--- src/sv/cdf_pkg.sv ---
`timescale 1ns / 1ps
`default_nettype none
// ----------------------------------------------------------------------------
// cdf_pkg: shared types and constants of the centroid defuzzifier
// Holds accumulator widths, status codes, controller states and the
// command and status bundles that pass between controller and datapath.
// ----------------------------------------------------------------------------
package cdf_pkg;

	// accumulator widths (fixed by the block definition)
	localparam int AREA_WIDTH    = 40;
	localparam int MOMENT_WIDTH  = 56;

	// restoring divider: one quotient bit per step
	localparam int DIV_STEPS     = MOMENT_WIDTH;
	localparam int DIV_CNT_WIDTH = $clog2(DIV_STEPS);

	// result status codes
	localparam logic [1:0] STATUS_OK        = 2'd0;
	localparam logic [1:0] STATUS_EMPTY     = 2'd1;
	localparam logic [1:0] STATUS_ZERO_AREA = 2'd2;
	localparam logic [1:0] STATUS_ORDER     = 2'd3;

	// point count saturates at two
	localparam logic [1:0] COUNT_NONE = 2'd0;
	localparam logic [1:0] COUNT_ONE  = 2'd1;
	localparam logic [1:0] COUNT_MANY = 2'd2;

	typedef enum logic [2:0] {
		ST_IDLE,
		ST_ACC,
		ST_CHECK,
		ST_DIV,
		ST_FINISH
	} cdf_state_t;

	typedef struct packed {
		logic accept;    // input beat taken this cycle
		logic acc;       // add registered products into the sums
		logic div_load;  // load divider operands
		logic div_step;  // one restoring divide step
		logic out_load;  // capture result into output register
		logic clear;     // drop all set state
	} cdf_cmd_t;

	typedef struct packed {
		logic last;      // beat just taken closes the set
		logic need_div;  // set ends in a regular quotient
	} cdf_stat_t;

endpackage
`default_nettype wire

--- src/sv/cdf_ctrl.sv ---
`timescale 1ns / 1ps
`default_nettype none
// ----------------------------------------------------------------------------
// cdf_ctrl: sequencer of the centroid defuzzifier
// Walks each beat through accept and accumulate, then on the closing beat
// through the check, the divide loop when a quotient is needed and the result handoff.
// ----------------------------------------------------------------------------
module cdf_ctrl
	import cdf_pkg::*;
(
	input  wire logic      clk,
	input  wire logic      arst_n,
	input  wire logic      in_valid,
	output logic           in_ready,
	output logic           out_valid,
	input  wire logic      out_ready,
	input  wire cdf_stat_t stat,
	output cdf_cmd_t       cmd
);

	cdf_state_t               state_q, state_d;
	logic [DIV_CNT_WIDTH-1:0] cnt_q, cnt_d;
	logic                     out_valid_q, out_valid_d;

	// state, step counter and result flag
	always_ff @(posedge clk or negedge arst_n) begin
		if (!arst_n) begin
			state_q     <= ST_IDLE;
			cnt_q       <= '0;
			out_valid_q <= 1'b0;
		end else begin
			state_q     <= state_d;
			cnt_q       <= cnt_d;
			out_valid_q <= out_valid_d;
		end
	end

	// next state and commands
	always_comb begin
		state_d  = state_q;
		cnt_d    = cnt_q;
		cmd      = '0;
		in_ready = 1'b0;
		unique case (state_q)
			ST_IDLE: begin
				in_ready = 1'b1;
				if (in_valid) begin
					cmd.accept = 1'b1;
					state_d    = ST_ACC;
				end
			end
			ST_ACC: begin
				cmd.acc = 1'b1;
				state_d = stat.last ? ST_CHECK : ST_IDLE;
			end
			ST_CHECK: begin
				cmd.div_load = 1'b1;
				cnt_d        = DIV_CNT_WIDTH'(DIV_STEPS - 1);
				state_d      = stat.need_div ? ST_DIV : ST_FINISH;
			end
			ST_DIV: begin
				cmd.div_step = 1'b1;
				cnt_d        = cnt_q - 1'b1;
				if (cnt_q == '0) begin
					state_d = ST_FINISH;
				end
			end
			ST_FINISH: begin
				if (!out_valid_q || out_ready) begin
					cmd.out_load = 1'b1;
					cmd.clear    = 1'b1;
					state_d      = ST_IDLE;
				end
			end
			default: begin
				state_d = ST_IDLE;
			end
		endcase
	end

	// hold the result beat until taken
	always_comb begin
		if (cmd.out_load) begin
			out_valid_d = 1'b1;
		end else if (out_ready) begin
			out_valid_d = 1'b0;
		end else begin
			out_valid_d = out_valid_q;
		end
	end

	assign out_valid = out_valid_q;

endmodule
`default_nettype wire

--- src/sv/cdf_datapath.sv ---
`timescale 1ns / 1ps
`default_nettype none
// ----------------------------------------------------------------------------
// cdf_datapath: arithmetic of the centroid defuzzifier
// Trapezoid area and moment products, area and moment sums, order check,
// restoring divider and result selection with saturation.
// ----------------------------------------------------------------------------
module cdf_datapath
	import cdf_pkg::*;
#(
	parameter int X_WIDTH             = 16,
	parameter int GRADE_FRACTION_BITS = 15
) (
	input  wire logic                         clk,
	input  wire logic                         arst_n,
	input  wire cdf_cmd_t                     cmd,
	input  wire logic signed [X_WIDTH-1:0]    point_x,
	input  wire logic [GRADE_FRACTION_BITS:0] grade,
	input  wire logic                         point_valid,
	input  wire logic                         last_point,
	output cdf_stat_t                         stat,
	output logic signed [X_WIDTH-1:0]         centroid,
	output logic [1:0]                        status
);

	localparam int GW  = GRADE_FRACTION_BITS + 1;     // grade width
	localparam int AP  = X_WIDTH + GW + 1;            // area product width
	localparam int PW  = AP + X_WIDTH + 2;            // moment product width
	localparam int REM = AREA_WIDTH + 2;              // divider remainder width

	// set state
	logic signed [X_WIDTH-1:0] prev_x_q;
	logic [GW-1:0]             prev_g_q;
	logic [1:0]                count_q;
	logic                      err_q;
	logic [AREA_WIDTH-1:0]     area_sum_q;
	logic [MOMENT_WIDTH-1:0]   moment_sum_q;

	// first stage: area product and position sum
	logic [AP-1:0]             area_s1;
	logic signed [X_WIDTH:0]   xs_s1;
	logic                      acc_s1;
	logic                      last_s1;

	// divider
	logic [REM-2:0]            rem_q;
	logic [MOMENT_WIDTH-1:0]   quo_q;
	logic [AREA_WIDTH:0]       dvs_q;
	logic                      neg_q;

	// result register
	logic signed [X_WIDTH-1:0] centroid_q;
	logic [1:0]                status_q;

	// step width and position sum of the incoming point
	logic signed [X_WIDTH:0]   h;
	logic signed [X_WIDTH:0]   xs;
	logic                      h_pos;
	logic [GW:0]               gsum;
	logic [AP-1:0]             aprod;
	logic                      has_prev;

	assign h        = $signed({point_x[X_WIDTH-1], point_x})
		- $signed({prev_x_q[X_WIDTH-1], prev_x_q});
	assign xs       = $signed({point_x[X_WIDTH-1], point_x})
		+ $signed({prev_x_q[X_WIDTH-1], prev_x_q});
	assign h_pos    = !h[X_WIDTH] && (h != '0);
	assign gsum     = {1'b0, prev_g_q} + {1'b0, grade};
	assign aprod    = AP'(h[X_WIDTH-1:0]) * AP'(gsum);
	assign has_prev = (count_q != COUNT_NONE);

	// moment product of the registered area
	logic signed [PW-1:0]               mprod;

	assign mprod     = $signed({1'b0, area_s1}) * xs_s1;

	// capture the products of the accepted beat
	always_ff @(posedge clk) begin
		if (cmd.accept) begin
			area_s1 <= aprod;
			xs_s1   <= xs;
		end
	end

	always_ff @(posedge clk or negedge arst_n) begin
		if (!arst_n) begin
			acc_s1  <= 1'b0;
			last_s1 <= 1'b0;
		end else if (cmd.accept) begin
			acc_s1  <= point_valid && has_prev && h_pos && !err_q;
			last_s1 <= last_point;
		end
	end

	// update set state: previous point, count, order flag, sums
	always_ff @(posedge clk or negedge arst_n) begin
		if (!arst_n) begin
			prev_x_q     <= '0;
			prev_g_q     <= '0;
			count_q      <= COUNT_NONE;
			err_q        <= 1'b0;
			area_sum_q   <= '0;
			moment_sum_q <= '0;
		end else if (cmd.clear) begin
			prev_x_q     <= '0;
			prev_g_q     <= '0;
			count_q      <= COUNT_NONE;
			err_q        <= 1'b0;
			area_sum_q   <= '0;
			moment_sum_q <= '0;
		end else begin
			if (cmd.accept && point_valid) begin
				prev_x_q <= point_x;
				prev_g_q <= grade;
				if (count_q != COUNT_MANY) begin
					count_q <= count_q + 1'b1;
				end
				if (has_prev && !h_pos) begin
					err_q <= 1'b1;
				end
			end
			if (cmd.acc && acc_s1) begin
				area_sum_q   <= area_sum_q + AREA_WIDTH'(area_s1);
				moment_sum_q <= moment_sum_q + MOMENT_WIDTH'(mprod);
			end
		end
	end

	// operand magnitudes for the divider
	logic [MOMENT_WIDTH-1:0] m_abs;
	logic [AREA_WIDTH-1:0]   a_abs;
	logic                    area_zero;

	assign m_abs     = moment_sum_q[MOMENT_WIDTH-1] ? (~moment_sum_q + 1'b1) : moment_sum_q;
	assign a_abs     = area_sum_q[AREA_WIDTH-1] ? (~area_sum_q + 1'b1) : area_sum_q;
	assign area_zero = (area_sum_q == '0);

	// one restoring step: shift in a dividend bit, subtract if it fits
	logic [REM-1:0] rem_sh;
	logic [REM-1:0] rem_diff;
	logic           fits;

	assign rem_sh   = {rem_q, quo_q[MOMENT_WIDTH-1]};
	assign fits     = (rem_sh >= {1'b0, dvs_q});
	assign rem_diff = rem_sh - {1'b0, dvs_q};

	always_ff @(posedge clk) begin
		if (cmd.div_load) begin
			rem_q <= '0;
			quo_q <= m_abs;
			dvs_q <= {a_abs, 1'b0};
			neg_q <= moment_sum_q[MOMENT_WIDTH-1] ^ area_sum_q[AREA_WIDTH-1];
		end else if (cmd.div_step) begin
			rem_q <= fits ? rem_diff[REM-2:0] : rem_sh[REM-2:0];
			quo_q <= {quo_q[MOMENT_WIDTH-2:0], fits};
		end
	end

	// saturate the signed quotient to the position range
	logic                      pos_ovf;
	logic                      neg_ovf;
	logic signed [X_WIDTH-1:0] quo_sat;
	logic signed [X_WIDTH-1:0] sel_centroid;
	logic [1:0]                sel_status;

	assign pos_ovf = |quo_q[MOMENT_WIDTH-1:X_WIDTH-1];
	assign neg_ovf = (|quo_q[MOMENT_WIDTH-1:X_WIDTH])
		|| (quo_q[X_WIDTH-1] && (|quo_q[X_WIDTH-2:0]));

	always_comb begin
		if (neg_q) begin
			quo_sat = neg_ovf ? {1'b1, {(X_WIDTH-1){1'b0}}}
				: (~quo_q[X_WIDTH-1:0] + 1'b1);
		end else begin
			quo_sat = pos_ovf ? {1'b0, {(X_WIDTH-1){1'b1}}} : quo_q[X_WIDTH-1:0];
		end
	end

	// pick the result of the set
	always_comb begin
		priority if (count_q == COUNT_NONE) begin
			sel_centroid = '0;
			sel_status   = STATUS_EMPTY;
		end else if (count_q == COUNT_ONE) begin
			sel_centroid = prev_x_q;
			sel_status   = STATUS_OK;
		end else if (err_q) begin
			sel_centroid = '0;
			sel_status   = STATUS_ORDER;
		end else if (area_zero) begin
			sel_centroid = '0;
			sel_status   = STATUS_ZERO_AREA;
		end else begin
			sel_centroid = quo_sat;
			sel_status   = STATUS_OK;
		end
	end

	// output register
	always_ff @(posedge clk) begin
		if (cmd.out_load) begin
			centroid_q <= sel_centroid;
			status_q   <= sel_status;
		end
	end

	assign stat.last     = last_s1;
	assign stat.need_div = (count_q == COUNT_MANY) && !err_q && !area_zero;
	assign centroid      = centroid_q;
	assign status        = status_q;

endmodule
`default_nettype wire

--- src/sv/centroid_defuzzifier_core.sv ---
`timescale 1ns / 1ps
`default_nettype none
// ----------------------------------------------------------------------------
// centroid_defuzzifier_core: centroid of a discrete fuzzy set
// Trapezoidal-rule area and moment sums over ascending points; the closing
// beat yields moment / (2 * area), truncated toward zero and saturated.
// ----------------------------------------------------------------------------
//
//  channel | handshake            | payload
//  --------+----------------------+-------------------------------------------
//  in      | in_valid / in_ready  | point_x, grade, point_valid, last_point
//  out     | out_valid / out_ready| centroid, status
//
//  Each input beat passes through accept with the area multiply, then the
//  moment multiply and accumulate; in_ready is high only in the accept step.
//  A closing beat then adds the check, the divider loop when a quotient is
//  needed, and the load of the output register, held while it is full.
//  arst_n clears all set state and the result flag.
// ----------------------------------------------------------------------------
module centroid_defuzzifier_core
	import cdf_pkg::*;
#(
	parameter int X_WIDTH             = 16,
	parameter int GRADE_FRACTION_BITS = 15
) (
	input  wire logic                         clk,
	input  wire logic                         arst_n,
	input  wire logic                         in_valid,
	output logic                              in_ready,
	input  wire logic signed [X_WIDTH-1:0]    point_x,
	input  wire logic [GRADE_FRACTION_BITS:0] grade,
	input  wire logic                         point_valid,
	input  wire logic                         last_point,
	output logic                              out_valid,
	input  wire logic                         out_ready,
	output logic signed [X_WIDTH-1:0]         centroid,
	output logic [1:0]                        status
);

	cdf_cmd_t  cmd;
	cdf_stat_t stat;

	// sequencer
	cdf_ctrl u_ctrl (
		.clk       (clk),
		.arst_n    (arst_n),
		.in_valid  (in_valid),
		.in_ready  (in_ready),
		.out_valid (out_valid),
		.out_ready (out_ready),
		.stat      (stat),
		.cmd       (cmd)
	);

	// arithmetic
	cdf_datapath #(
		.X_WIDTH             (X_WIDTH),
		.GRADE_FRACTION_BITS (GRADE_FRACTION_BITS)
	) u_datapath (
		.clk         (clk),
		.arst_n      (arst_n),
		.cmd         (cmd),
		.point_x     (point_x),
		.grade       (grade),
		.point_valid (point_valid),
		.last_point  (last_point),
		.stat        (stat),
		.centroid    (centroid),
		.status      (status)
	);

endmodule
`default_nettype wire
--- config.mk ---
export PLATFORM = sky130hd
export DESIGN_NAME = centroid_defuzzifier_core
export DESIGN_NICKNAME = d
export VERILOG_FILES = /design/src/sv/cdf_pkg.sv /design/src/sv/cdf_ctrl.sv /design/src/sv/cdf_datapath.sv /design/src/sv/centroid_defuzzifier_core.sv
export SDC_FILE = /design/constraint.sdc
export NUM_CORES = 2
export LEC_CHECK = 0
export BUFFER_PORTS_ARGS = -buffer_cell sky130_fd_sc_hd__buf_2
export CORE_AREA = 2 2 324 326
export DETAILED_ROUTE_END_ITERATION = 10
export DIE_AREA = 0 0 326 328
export PLACE_DENSITY_LB_ADDON = 0.12
export SYNTH_ARGS = -nofsm -noshare
export SYNTH_HDL_FRONTEND = slang
export SYNTH_SLANG_ARGS = --single-unit
--- constraint.sdc ---
create_clock -name clk -period 10.2 [get_ports clk]
set_input_delay 2.04 -clock clk [delete_from_list [all_inputs] [get_ports clk]]
set_output_delay 2.04 -clock clk [all_outputs]
set_load 0.01 [all_outputs]
==> metrics.md <==
| Metric | Value |
|---|---|
| Status | `completed` |
| Synth top area share | `26.4%` |
| Worst Reg2Reg Path Length in Cells | `32` |
| Placement Setup Slack | `-0.262 ns` |
| Die area | `0.107 mm2` |
| Post-synthesis async set-or-reset flop share | `41.0%` |
| DR iter-0 viols | `2,945` |
| Layout Skew | `0.0357 ns` |
| Library cells used by synthesis | `77` |
| Simple logic cell fraction of the synthesized area | `16.1%` |
| Initial DRT Pass Iterations | `6` |
| HP Class | `reg -> reg` |
| DR vias | `41,406` |
| Post-layout minimum cycle time | `around 9.7 ns` |
| Crit path top cell by count | `fa_1` |
| Post-synth EDFFs | `roughly 170` |
| Final Hold Vio Count | `0` |
| RSZ-0062 raised after global routing | `false` |
| Largest family of logic cells by synthesized area | `adder cells` |
| Total Routed Length | `~150,000 um` |
| Register area | `0.00935 mm2` |
| WP data arrival | `10.12 ns` |
| Crit-path slowest cell | `xnor2_1` |
| Final WS setup | `0.462 ns` |
| Final setup viols | `0` |
| Total CTS buffers | `45` |
| Routed length per placed instance | `19.8 um` |
| Post-synthesis xor/xnor area fraction | `5.63%` |
| Final instance area | `0.0566 mm2` |
| I/O pin total | `58` |
| Skew-Pair Late Insertion Delay | `0.65 ns` |
| CP Capture Type | `register` |
| Vias in the first global route | `42,153` |
| Post-synthesis register bit count | `349` |
| Buf+Inv Stages, Crit Path | `4` |
| Crit path depth | `35` |
| Tcrit/Tclk final | `95.5%` |
| Worst slew margin | `17.9%` |
| Layout cells sized above 1 | `under 10%` |
| Total GRT Usage | `roughly 28%` |
| Commonest cells post-synth | `inv_1, nand2_1, fa_1` |
| Avg Cell Area, Syn | `8.71 um2` |
| Largest net degree at the start of global routing | `92` |
| Mux cell area share after synthesis | `0.979%` |
| Residual DRC | `0` |
| Req. time, crit path | `10.58 ns` |
| Compound-cell area share of the yosys netlist | `roughly 13%` |
| Port bufs | `57` |
| H-tree Lvls | `2` |
| First-pass GRT wire length | `238,000 um` |
| Multi-input gate area | `0.0376 mm2` |
| Hold WS | `0.481 ns` |
| CP top delay family | `adder cells` |
| Seq/Total Area, Yosys | `18.2%` |
| Synth Flop Type | `edfxtp_1` |
| CTS tree | `yes` |
| Yosys warns | `0` |
| Placed Instance Area | `0.0548 mm2` |
| Max-cap violations | `0` |
| Post-synth top area cell | `fa_1` |
| Initial antenna violation count | `3` |
| GRT overflow | `0` |
| Fmax | `103 MHz` |
| Final ANT Viol Nets | `0` |
| CTS root buf | `clkbuf_16` |
| Top-count cell post-synth | `inv_1` |
| Die H | `between 300 and 400 um` |
| Placer congestion estimate | `0.944` |
| Maximum fanout along the worst path | `6` |
| Syn nets | `roughly 7,100` |
| Post-synthesis cell count | `5,895` |
| Clock sinks | `349` |
| Post-DP HPWL | `120,000 um` |
| Max incr delay on CP | `0.58 ns` |
| Mapped cell area | `approximately 0.05 mm2` |
| Synth-to-layout area growth | `10.1%` |
| Initial Util | `49.8%` |
| Hold Crit Depth | `2` |
| Layout net count | `7,227` |
| Clock Path Buffers | `3` |
| Max Slew Vio Count | `0` |
| Post-Synth Adder-Cell Area | `37.4%` |
| Row count | `118` |
| Clock transition at path regs | `~0.05 ns` |
| Die Wd | `326 um` |
| Core area | `0.103 mm2` |
| # hold bufs at CTS | `0` |
| Worst slew pin tran | `1.22 ns` |
| CP Launch Type | `input pin` |
| WS Path Type | `in -> reg` |
| Via density | `5.54` |
| Fillcell total | `9,646` |
| Synth area leaders | `fa_1, ha_1, edfxtp_1` |
-- stage by stage --
| stage | TNS [ns] | std cells | utilization [%] |
|---|---|---|---|
| final | 0 | 7479 | 54.8 |
| after detailed placement | -0.454 | 7378 | 53.1 |
| after global placement | -0.209 | 7378 | 53.1 |
| after global routing | 0 | 7477 | 54.8 |
| after floorplan | 0 | 5895 | - |
| after CTS | 0 | 7462 | 54.6 |
-- timing repair --
action	CTS	global route
buffers inserted	0	14
setup endpoints to repair	0	4
resized for setup	0	5
-- metal layers --
layer  part of all wire (%)  track usage, %  vias up
met5                      0               0        -
met1                     44            38.2    20548
met4                    3.6            9.20        0
met3                    5.4            3.57      254
li1                       -               -    19502
met2                     47            47.0     1102
-- worst reg2reg max path: cells and delay by family, from the launching register on --
family / cells / cell delay (ns)
adders and majority gates: 8 / 3.91
AOI/OAI and AO/OA: 9 / 2.40
and+or+nand+nor: 11 / 1.95
DFF: 1 / 0.85
buffers and inverters: 3 / 0.39
xor gates and xnor gates: 1 / 0.14
-- path summary, 6_finish.rpt --
kind                                                   from                                      end  slack (ns)
hold / removal             u_datapath.rem_q[6]$_SDFFE_PP0P_         u_datapath.rem_q[6]$_SDFFE_PP0P_        0.48
setup / recovery                                   grade[0]         u_datapath.area_s1[31]$_DFFE_PP_        0.46
max in group asynchronous                            arst_n       u_datapath.prev_g_q[9]$_DFFE_PN0P_        7.01
hold reg to reg            u_datapath.rem_q[6]$_SDFFE_PP0P_         u_datapath.rem_q[6]$_SDFFE_PP0P_        0.48
setup reg to reg             u_datapath.xs_s1[15]$_DFFE_PP_  u_datapath.moment_sum_q[55]$_DFFE_PN0P_        0.47
min in group asynchronous                            arst_n    u_datapath.area_sum_q[14]$_DFFE_PN0P_        1.26
-- placed cells by master (no fill, tap or decap), types with 14 or more instances in the layout --
cell type  netlist  final
a21o_1         161    161
nand2b_1        45     44
or4_1           16     16
dfxtp_1         41     41
a31oi_1         28     28
nor2b_1         24     24
ha_1           451    451
nor2_1         289    287
or3_1           27     27
o41ai_1         20     20
o21a_1          15     15
mux2i_1         48     48
buf_2            1     56
o211ai_1        14     14
nand2_1        841    841
clkbuf_16        0     46
a211oi_1        29     29
buf_4            0    300
fa_1           678    678
o21ai_0        297    297
inv_1          939    938
edfxtp_1       165    165
nor4_1          25     25
and2_1         256    256
and3_1          26     25
o31ai_1         67     67
nand4_1         35     35
xor2_1         151    151
xnor2_1        179    175
dfrtp_1        143    143
o21bai_1        36     36
nor3_1          55     54
nand3_1         99     98
a21oi_1        274    272
-- cell type report --
type,instances,share of cell area [%]
Multi-Input combinational cell,4357,66.5
Sequential cell,349,16.5
Clock buffer,59,2.14
Tap cell,1380,3.05
Clock inverter,25,0.626
Inverter,940,6.24
Antenna cell,2,0.00885
Timing Repair Buffer,367,4.85
-- flip-flops by register name, summed over array words and instances, names as in the netlist --
register	cells
u_ctrl.cnt_q	6
u_ctrl.out_valid	1
u_ctrl.state_q	3
u_datapath.acc_s1	1
u_datapath.area_s1	33
u_datapath.area_sum_q	40
u_datapath.centroid	16
u_datapath.count_q	2
u_datapath.dvs_q	40
u_datapath.err_q	1
u_datapath.last_s1	1
u_datapath.moment_sum_q	56
u_datapath.neg_q	1
u_datapath.prev_g_q	16
u_datapath.prev_x_q	16
u_datapath.quo_q	56
u_datapath.rem_q	41
u_datapath.status	2
u_datapath.xs_s1	17
-- kinds of logic (layout without fill, tap and decap cells) --
family                     Yosys count  after routing
adders and majority gates         1129           1129
and+or+nand+nor                   1787           1787
xor gates and xnor gates           330            330
other                                0              2
AOI/OAI and AO/OA                 1061           1061
buffers and inverters             1189           1391
DFF                                349            349
muxes                               50             50
Power is left out: the tool's default activity adds up to more than one toggle a clock period on the data nets, which glitch-free logic cannot reach.
